<file path="src/cc20_pkg.sv">
`default_nettype none

package cc20_pkg;

  localparam int DOUBLE_ROUNDS_DEF = 10;
  localparam int WORD_W = 32;
  localparam int BLOCK_W = 512;
  localparam int CFG_W = 64;
  localparam int CFG_IDX_W = 3;

  localparam logic [WORD_W-1:0] SIGMA0 = 32'h61707865;
  localparam logic [WORD_W-1:0] SIGMA1 = 32'h3320646e;
  localparam logic [WORD_W-1:0] SIGMA2 = 32'h79622d32;
  localparam logic [WORD_W-1:0] SIGMA3 = 32'h6b206574;

  localparam logic [CFG_IDX_W-1:0] REG_KEY0      = 3'd0;
  localparam logic [CFG_IDX_W-1:0] REG_KEY1      = 3'd1;
  localparam logic [CFG_IDX_W-1:0] REG_KEY2      = 3'd2;
  localparam logic [CFG_IDX_W-1:0] REG_KEY3      = 3'd3;
  localparam logic [CFG_IDX_W-1:0] REG_NONCE_LO  = 3'd4;
  localparam logic [CFG_IDX_W-1:0] REG_NONCE_HI  = 3'd5;
  localparam logic [CFG_IDX_W-1:0] REG_START_CNT = 3'd6;

  typedef struct packed {
    logic [7:0] data_in;
    logic       last_of_message;
  } in_item_t;

  typedef struct packed {
    logic [7:0] data_out;
    logic       last_out;
  } out_item_t;

endpackage

`default_nettype wire

</file>
<file path="src/chacha20_stream_xor.sv">
// One byte is in work at a time: it is taken in S_IDLE and XORed in S_XOR, and a stalled
// result holds it there. A new block (first byte, after 64 bytes, after a last byte or after
// a REG_START_CNT write) first runs the shared half-quarter-round unit in S_GEN.
// Reset (rst, synchronous): key, nonce and block counter go to zero, no block is held,
// both channels go idle.
`default_nettype none

module chacha20_stream_xor
  import cc20_pkg::*;
#(
  parameter int DOUBLE_ROUNDS = DOUBLE_ROUNDS_DEF
) (
  input  logic                 clk,
  input  logic                 rst,
  input  logic                 data_valid,
  output logic                 data_stall,
  input  in_item_t             data_item,
  output logic                 result_valid,
  input  logic                 result_stall,
  output out_item_t            result_item,
  input  logic                 cfg_we,
  input  logic [CFG_IDX_W-1:0] cfg_index,
  input  logic [CFG_W-1:0]     cfg_data
);

  typedef enum logic [1:0] {S_IDLE, S_GEN, S_XOR} state_t;

  state_t             state;
  logic [CFG_W-1:0]   key0;
  logic [CFG_W-1:0]   key1;
  logic [CFG_W-1:0]   key2;
  logic [CFG_W-1:0]   key3;
  logic [CFG_W-1:0]   nonce_lo;
  logic [WORD_W-1:0]  nonce_hi;
  logic [WORD_W-1:0]  counter;
  logic [5:0]         pos;
  logic               block_valid;
  in_item_t           held;
  logic [BLOCK_W-1:0] init;
  logic [BLOCK_W-1:0] block;
  logic               core_start;
  logic               core_done;
  logic [7:0]         ks_byte;
  logic               beat_in;

  assign init = {nonce_hi, nonce_lo[63:32], nonce_lo[31:0], counter,
                 key3[63:32], key3[31:0], key2[63:32], key2[31:0],
                 key1[63:32], key1[31:0], key0[63:32], key0[31:0],
                 SIGMA3, SIGMA2, SIGMA1, SIGMA0};

  assign data_stall = (state != S_IDLE);
  assign beat_in    = data_valid && !data_stall;
  assign core_start = beat_in && !block_valid;
  assign ks_byte    = block[{pos, 3'b000} +: 8];

  cc20_core #(
    .DOUBLE_ROUNDS (DOUBLE_ROUNDS)
  ) u_core (
    .clk   (clk),
    .rst   (rst),
    .start (core_start),
    .init  (init),
    .done  (core_done),
    .block (block)
  );

  always_ff @(posedge clk) begin
    if (rst) begin
      state        <= S_IDLE;
      key0         <= '0;
      key1         <= '0;
      key2         <= '0;
      key3         <= '0;
      nonce_lo     <= '0;
      nonce_hi     <= '0;
      counter      <= '0;
      pos          <= '0;
      block_valid  <= 1'b0;
      result_valid <= 1'b0;
    end else begin
      if (result_valid && !result_stall && state != S_XOR) begin
        result_valid <= 1'b0;
      end
      unique case (state)
        S_IDLE: begin
          if (beat_in) begin
            held  <= data_item;
            state <= block_valid ? S_XOR : S_GEN;
          end
        end
        S_GEN: begin
          if (core_done) begin
            block_valid <= 1'b1;
            pos         <= '0;
            state       <= S_XOR;
          end
        end
        S_XOR: begin
          if (!result_valid || !result_stall) begin
            result_item.data_out <= held.data_in ^ ks_byte;
            result_item.last_out <= held.last_of_message;
            result_valid         <= 1'b1;
            if (pos == 6'd63 || held.last_of_message) begin
              counter     <= counter + 32'd1;
              pos         <= '0;
              block_valid <= 1'b0;
            end else begin
              pos <= pos + 6'd1;
            end
            state <= S_IDLE;
          end
        end
        default: state <= S_IDLE;
      endcase
      if (cfg_we) begin
        unique case (cfg_index)
          REG_KEY0:     key0 <= cfg_data;
          REG_KEY1:     key1 <= cfg_data;
          REG_KEY2:     key2 <= cfg_data;
          REG_KEY3:     key3 <= cfg_data;
          REG_NONCE_LO: nonce_lo <= cfg_data;
          REG_NONCE_HI: nonce_hi <= cfg_data[WORD_W-1:0];
          REG_START_CNT: begin
            counter     <= cfg_data[WORD_W-1:0];
            pos         <= '0;
            block_valid <= 1'b0;
          end
          default: ;
        endcase
      end
    end
  end

endmodule

`default_nettype wire

</file>
<file path="src/cc20_qr_half.sv">
`default_nettype none

module cc20_qr_half
  import cc20_pkg::*;
(
  input  logic              phase,
  input  logic [WORD_W-1:0] a,
  input  logic [WORD_W-1:0] b,
  input  logic [WORD_W-1:0] c,
  input  logic [WORD_W-1:0] d,
  output logic [WORD_W-1:0] a_next,
  output logic [WORD_W-1:0] b_next,
  output logic [WORD_W-1:0] c_next,
  output logic [WORD_W-1:0] d_next
);

  logic [WORD_W-1:0] dx;
  logic [WORD_W-1:0] bx;

  always_comb begin
    a_next = a + b;
    dx = d ^ a_next;
    if (!phase) begin
      d_next = {dx[15:0], dx[31:16]};
    end else begin
      d_next = {dx[23:0], dx[31:24]};
    end
    c_next = c + d_next;
    bx = b ^ c_next;
    if (!phase) begin
      b_next = {bx[19:0], bx[31:20]};
    end else begin
      b_next = {bx[24:0], bx[31:25]};
    end
  end

endmodule

`default_nettype wire

</file>
<file path="src/cc20_core.sv">
`default_nettype none

module cc20_core
  import cc20_pkg::*;
#(
  parameter int DOUBLE_ROUNDS = DOUBLE_ROUNDS_DEF
) (
  input  logic               clk,
  input  logic               rst,
  input  logic               start,
  input  logic [BLOCK_W-1:0] init,
  output logic               done,
  output logic [BLOCK_W-1:0] block
);

  localparam int DrW = (DOUBLE_ROUNDS > 1) ? $clog2(DOUBLE_ROUNDS) : 1;
  localparam logic [3:0] StepColEnd = 4'd7;
  localparam logic [3:0] StepLast = 4'd15;

  typedef enum logic [1:0] {C_IDLE, C_ROUND, C_FINAL} cstate_t;

  cstate_t           state;
  logic [3:0]        step;
  logic [DrW-1:0]    dr;
  logic [WORD_W-1:0] w [16];
  logic [WORD_W-1:0] half [16];
  logic [WORD_W-1:0] shifted [16];
  logic [WORD_W-1:0] diag [16];
  logic [WORD_W-1:0] undiag [16];
  logic [WORD_W-1:0] w_next [16];
  logic [WORD_W-1:0] qa;
  logic [WORD_W-1:0] qb;
  logic [WORD_W-1:0] qc;
  logic [WORD_W-1:0] qd;

  cc20_qr_half u_qr (
    .phase  (step[0]),
    .a      (w[0]),
    .b      (w[4]),
    .c      (w[8]),
    .d      (w[12]),
    .a_next (qa),
    .b_next (qb),
    .c_next (qc),
    .d_next (qd)
  );

  always_comb begin
    for (int i = 0; i < 16; i++) begin
      half[i] = w[i];
    end
    half[0]  = qa;
    half[4]  = qb;
    half[8]  = qc;
    half[12] = qd;
    for (int r = 0; r < 4; r++) begin
      for (int c = 0; c < 4; c++) begin
        shifted[r*4+c] = half[r*4+((c+1)%4)];
      end
    end
    for (int r = 0; r < 4; r++) begin
      for (int c = 0; c < 4; c++) begin
        diag[r*4+c]   = shifted[r*4+((c+r)%4)];
        undiag[r*4+c] = shifted[r*4+((c+4-r)%4)];
      end
    end
    for (int i = 0; i < 16; i++) begin
      if (!step[0]) begin
        w_next[i] = half[i];
      end else if (step == StepColEnd) begin
        w_next[i] = diag[i];
      end else if (step == StepLast) begin
        w_next[i] = undiag[i];
      end else begin
        w_next[i] = shifted[i];
      end
    end
  end

  always_comb begin
    for (int i = 0; i < 16; i++) begin
      block[WORD_W*i +: WORD_W] = w[i];
    end
  end

  assign done = (state == C_FINAL);

  always_ff @(posedge clk) begin
    if (rst) begin
      state <= C_IDLE;
      step  <= '0;
      dr    <= '0;
    end else begin
      unique case (state)
        C_IDLE: begin
          if (start) begin
            for (int i = 0; i < 16; i++) begin
              w[i] <= init[WORD_W*i +: WORD_W];
            end
            step  <= '0;
            dr    <= '0;
            state <= C_ROUND;
          end
        end
        C_ROUND: begin
          for (int i = 0; i < 16; i++) begin
            w[i] <= w_next[i];
          end
          step <= step + 4'd1;
          if (step == StepLast) begin
            if (dr == DrW'(DOUBLE_ROUNDS - 1)) begin
              state <= C_FINAL;
            end else begin
              dr <= dr + DrW'(1);
            end
          end
        end
        C_FINAL: begin
          for (int i = 0; i < 16; i++) begin
            w[i] <= w[i] + init[WORD_W*i +: WORD_W];
          end
          state <= C_IDLE;
        end
        default: state <= C_IDLE;
      endcase
    end
  end

endmodule

`default_nettype wire

</file>
<file path="config.mk">
export PLATFORM = sky130hd
export DESIGN_NAME = chacha20_stream_xor
export DESIGN_NICKNAME = d
export VERILOG_FILES = /design/src/cc20_pkg.sv /design/src/chacha20_stream_xor.sv /design/src/cc20_qr_half.sv /design/src/cc20_core.sv
export SDC_FILE = /design/constraint.sdc
export NUM_CORES = 2
export LEC_CHECK = 0
export BUFFER_PORTS_ARGS = -buffer_cell sky130_fd_sc_hd__buf_2
export CAP_MARGIN = 20
export CORE_ASPECT_RATIO = 1.5
export CORE_UTILIZATION = 25
export DETAILED_ROUTE_END_ITERATION = 10
export HOLD_SLACK_MARGIN = 0.08
export SLEW_MARGIN = 30
export SYNTH_ARGS = -nofsm -noshare
export SYNTH_HDL_FRONTEND = slang
export SYNTH_SLANG_ARGS = --single-unit
</file>
<file path="constraint.sdc">
create_clock -name clk -period 18.8 [get_ports clk]
set_clock_uncertainty 0.1 [all_clocks]
set_input_delay 2.82 -clock clk [delete_from_list [all_inputs] [get_ports clk]]
set_output_delay 2.82 -clock clk [all_outputs]
set_load 0.01 [all_outputs]
</file>
# ---- After elaboration in Yosys (flattened, before gate mapping)
# Memory sizes are Yosys's and may differ from the RTL's.
# Cells that the tools add are included.
dict set report word_totals {
  ramBits 512
  ff_bits 422
  memories 1
  word_cells 245
  output_inout_bits 11
  in_bits 81
}
dict set report op_classes {
  bitwise_logic 36
  reduce_logical 27
  n_addsub 22
  n_eq_ne 22
  shifts 1
  mux 118
}
# name depth word_bits read_ports rd_ports_with_merged_regs wr line_no
set memory_table {}
lappend memory_table {u_core.w 16 32 16 0 16 cc20_core.sv:25} ;# logic [WORD_W-1:0] w [16];
# cell count
set op_table {}
lappend op_table {{two-way mux 32 bit} 79}
lappend op_table {{indexed part select 512 x 10 -> 8 bit} 1}
lappend op_table {{adder 32 bit} 14}
lappend op_table {{adder 32 x 31 -> 32 bit (second input constant)} 3}
lappend op_table {{bitwise XOR 32 bit} 2}
lappend op_table {{adder 32 x 1 -> 32 bit (second input constant)} 1}
lappend op_table {{adder 32 x 30 -> 32 bit (second input constant)} 1}
lappend op_table {{OR 1 bit} 32}
lappend op_table {{two-way mux 6 bit} 5}
lappend op_table {{two-way mux 1 bit} 18}
lappend op_table {{one-hot mux 4 bit (2 select lines)} 2}
lappend op_table {{two-way mux 2 bit} 7}
lappend op_table {{AND reduction 2 bit} 7}
lappend op_table {{two-way mux 4 bit} 3}
lappend op_table {{!= test 2 bit (second input constant)} 6}
lappend op_table {{one-hot mux 6 bit (2 select lines)} 1}
lappend op_table {{AND reduction 3 bit} 4}
lappend op_table {{equality test 3 bit (second input constant)} 3}
lappend op_table {{adder 4 x 1 -> 4 bit (second input constant)} 2}
lappend op_table {{equality test 4 bit (second input constant)} 2}
lappend op_table {{bitwise XOR 8 bit} 1}
lappend op_table {{adder 6 x 1 -> 6 bit (second input constant)} 1}
lappend op_table {{equality test 3 x 2 -> 1 bit (second input constant)} 2}
lappend op_table {{equality test 6 bit (second input constant)} 1}
lappend op_table {{16 further kinds} 28}

# ---- Logic depth before layout (Yosys ltp)
# An unclocked memory read counts as a cell.
dict set report depth {
  word_depth 12
  ltp_mapped 27
  mapped_depth_nobuf 27
}

# ---- Hierarchy
# Synthesis repeated with hierarchy kept, for this count alone.
dict set report unflattened {
  cells_unflattened 9229
  hier_area_um2 76226.9
}
# module area_per_inst_um2 cells_per_inst n_inst seq_area_each_um2
set modules_own_cells {}
lappend modules_own_cells {cc20_core 52481.6 6375 1 15574.9}
lappend modules_own_cells {chacha20_stream_xor 19155.9 2208 1 8428.1}
lappend modules_own_cells {cc20_qr_half 4589.4 646 1 0.0}

# ---- Worst setup path after synthesis
# Ideal clock, no wire load.
dict set report synth_path {
  kind {in2reg}
  startpoint {input port data_valid}
  endpoint {memory u_core.w[5][0] (netlist: u_core.w[0][160]) (enable)}
  t_arrival_ns 11.005
  path_buffers 1
  setup_slack_ns 7.113
  cell_stages 9
  t_required_ns 18.118
  setup_time_ns 0.582
  path_cell_list {nand2b_1 > nor2_1 > nand2_1 > nor2_1 > nor2_1 > clkbuf_1 > nand2_1 > nand2_1 > a21oi_1}
}
# item line_no
set synth_lines {}
lappend synth_lines {{from (decl)} chacha20_stream_xor.sv:15} ;# input logic data_valid,
lappend synth_lines {{to (decl)} cc20_core.sv:25}

==> flow_metrics.py <==
metrics = {
    "route": {
        "antenna_left": 0,
        "wl_um": 370000,
        "drtIter0Drc": 9055,
        "dr.pass1.iters": 9,
        "drcViolationCount": 32,
        "vias": 69900,
        "avgViaCountPerCell": 5.79,
        "wire_per_inst_um": 30.6,
    },
    "place": {
        "dp_hpwl_um": 268000,
        "pre_cts_slack_ps": 10820,
        "gp_congestion": 1.04,
        "io_buffers": 91,
    },
    "floorplan": {
        "rows": 239,
        "die_height_um": 654,
        "dieArea_um2": 286000,
        "core_um2": 282000,
        "ios": 92,
        "start_util_pct": 25.1,
        "fp.dieW_um": 437,
    },
    "timing": {
        "period_share_pct": 43.7,
        "finalHoldViolCount": 0,
        "setup_violations": 0,
        "slew_headroom_pct": 20.7,
        "finalMaxSlewViolations": 0,
        "rsz0062_at_grt": "no",
        "fin_ws_ps": 10590,
        "min_period_ps": 8210,
        "fmax_mhz": 122,
        "tightest_slew_ps": 1190,
        "fin_setup_tns_ps": 0,
    },
    "setup_path": {
        "arrival_ps": 8650,
        "crit_required_ps": 19240,
        "crit_fanout": 7,
        "timing.rr.end": "u_core.w[0][136]",
        "rr_startpoint": "u_core.w[0][134]",
        "worst_setup_path_start_kind": "flop",
        "cp-end-kind": "flop",
        "ff2ff_path_depth": 23,
        "worstSetupPathType": "flop to flop",
        "r2r_slack_ps": 10590,
    },
    "cells_and_area": {
        "layout.nets": 8744,
        "ff_latch_area_um2": 24000,
        "multiInputGateArea_um2": 44800,
        "drive_gt1_share_pct": 8.27,
        "fillCellCount": 30400,
        "syn_to_final_growth_pct": 11.7,
    },
    "synthesis": {
        "async_flop_share_pct": 0,
        "ys.flop_type": "edfxtp_1",
        "ys_warn_count": 0,
        "synth-seq-cells": 934,
        "yosysSeqAreaShare_pct": 33.8,
        "avgSynthCellArea_um2": 8.49,
        "synthTopCellsByCount": "nand2_1 (1,539), a21oi_1 (1,054), o21ai_0 (567)",
        "synth_fp_nets": 8900,
        "yosysTopAreaCell": "edfxtp_1",
        "synth_edf_count": 530,
        "netlist.area_leader.share_pct": 22.4,
        "syn_inst": 8357,
        "ys_types": 98,
        "synth.cell_area_um2": 71000,
        "post-synth-top-count-cell": "nand2_1",
        "synth.area.top_cells": "edfxtp_1 (22%), dfxtp_1 (11%), nand2_1 (8.1%)",
    },
    "clock_network": {
        "clockBufferDepth": 3,
        "cts_setup_buffers": 0,
        "cts.sinks": 934,
        "htree_levels": 3,
        "cts_root_buf": "clkbuf_16",
        "holdBufCountCts": 0,
        "clk_latency_ps": 810,
        "cts.reportedPaths.clkPinSlew_ps": 70,
        "cts_buffers": 104,
        "cts_tree": "yes",
        "cts.repair.resized": 0,
    },
    "global_routing": {
        "grt_pass1_wl_um": 512000,
        "antenna_found_initial": 42,
        "top_usage_layer": "met2",
        "grt_max_degree": 171,
        "grt_pass1_vias": 64900,
        "use_met2_pct": 39.5,
        "grt_overflow": 0,
        "use_met3_pct": 5.20,
        "grt_use_total_pct": 25.0,
        "grt_use_met1_pct": 27.1,
    },
    "power_and_ir_drop": {
        "peakVddDrop_v": 0.0000976,
        "power_per_cell_area_nw_per_um2": 117,
        "leakage_nw": 29.1,
    },
    "flow_run": {
        "cap_violations": 0,
    },
    "worst_hold_path": {
        "hp-class": "flop to flop",
        "hold_path_end": "key3[61]",
        "hold_start": "key3[61]",
        "hold_depth": 2,
    },
    "status": {
        "status": "finished, violations left",
        "violations": "design-rule violations",
    },
}
-- registers in the layout, summed over array words and instances (netlist names), 4 cells and up --
register	flops
held	9
nonce_hi	32
u_core.dr	4
key1	64
key2	64
key0	64
result_item	9
pos	6
u_core.step	4
key3	64
counter	32
nonce_lo	64
u_core.w	512
-- critical path, cell delays in order, from the launching register on --
cell	delay, ps
edfxtp_1	570
ha_1	410
o21ai_0	90
nor2_1	290
a41o_1	350
nand4_1	210
o211a_1	320
or2_2	310
xor2_1	380
xor2_1	230
nor2_1	60
a21oi_1	750
inv_1	110
ha_1	420
and4_1	230
a31oi_1	350
a21oi_2	210
a2111o_1	430
nand4_1	100
nand3_1	620
xnor2_1	740
mux2_2	310
a21oi_1	70
o31a_1	260
-- how the worst max path moves through the flow --
stage / from / depth (start not counted) / end
floorplan: data_valid / 9 / u_core.w[0][160]
global placement: u_core.w[0][128] / 27 / u_core.w[0][136]
detailed placement: u_core.w[0][128] / 27 / u_core.w[0][136]
CTS: u_core.w[0][140] / 22 / u_core.w[0][136]
global route: u_core.w[0][0] / 27 / u_core.w[0][136]
finish: u_core.w[0][134] / 23 / u_core.w[0][136]
-- power breakdown --
part | switching (W) | total [W] | internal (W)
clock network | 0.00102 | 0.00223 | 0.00121
registers | 0.000411 | 0.00286 | 0.00245
logic | 0.00289 | 0.00418 | 0.00129
total | 0.00432 | 0.00927 | 0.00495
-- kinds of logic (layout without fill, tap and decap cells) --
kind of cell	after synthesis	count (layout)	synth area share, %
buf+inv	662	597	3.51
compound gates	2745	2745	24.1
flops	934	934	33.8
simple gates	2743	2743	16.6
other cells	0	41	0
fa+ha+maj	462	462	8.30
mux	248	248	6.49
xor+xnor	563	563	7.17
-- stage by stage --
step           power [W]  std cells  cell area [um^2]  hold WS, ps  util, %
2_1_floorplan    0.00484       8357             71000          345        -
5_1_grt          0.00941      12000             79200          391     28.0
3_5_place_dp     0.00676      11800             75600          368     26.8
3_3_place_gp     0.00674      11800             75500          361     26.7
6_report         0.00927      12100             79200          373     28.1
4_1_cts          0.00899      12000             79100          378     28.0
-- layout make-up --
type | instances | share of cell area, %
Clock inverter | 61 | 0.756
Sequential cell | 934 | 30.3
Antenna cell | 41 | 0.129
Multi-Input combinational cell | 6761 | 56.5
Tap cell | 3735 | 5.90
Inverter | 186 | 0.884
Clock buffer | 136 | 3.69
Timing Repair Buffer | 214 | 1.81
-- cell usage in the layout (no fill, tap or decap), types with 42 or more instances in the layout --
| master | instances |
|---|---|
| nand2_1 | 1528 |
| a21oi_1 | 1049 |
| o21ai_0 | 567 |
| edfxtp_1 | 530 |
| nor2_1 | 483 |
| ha_1 | 448 |
| dfxtp_1 | 398 |
| xnor2_1 | 292 |
| xor2_1 | 251 |
| a21o_1 | 183 |
| inv_1 | 182 |
| nand3_1 | 180 |
| mux4_2 | 168 |
| o211ai_1 | 132 |
| buf_4 | 117 |
| a211oi_1 | 111 |
| clkbuf_16 | 108 |
| nor3_1 | 96 |
| buf_2 | 89 |
| nand2b_1 | 81 |
| nor2b_1 | 72 |
| a31oi_1 | 66 |
| o22ai_1 | 64 |
| and3_1 | 61 |
| mux2i_1 | 60 |
| a221oi_1 | 59 |
| o21a_1 | 58 |
| or3_1 | 54 |
| a22oi_1 | 46 |
| o21bai_1 | 43 |
| a221o_1 | 42 |
-- metal layers --
metal,vias up,share of wire (%)
li1,30500,-
met1,33600,33
met2,4353,45
met3,1415,9.4
met4,32,12
met5,-,0.057
No activity file was read; power rests on OpenSTA's default activity.
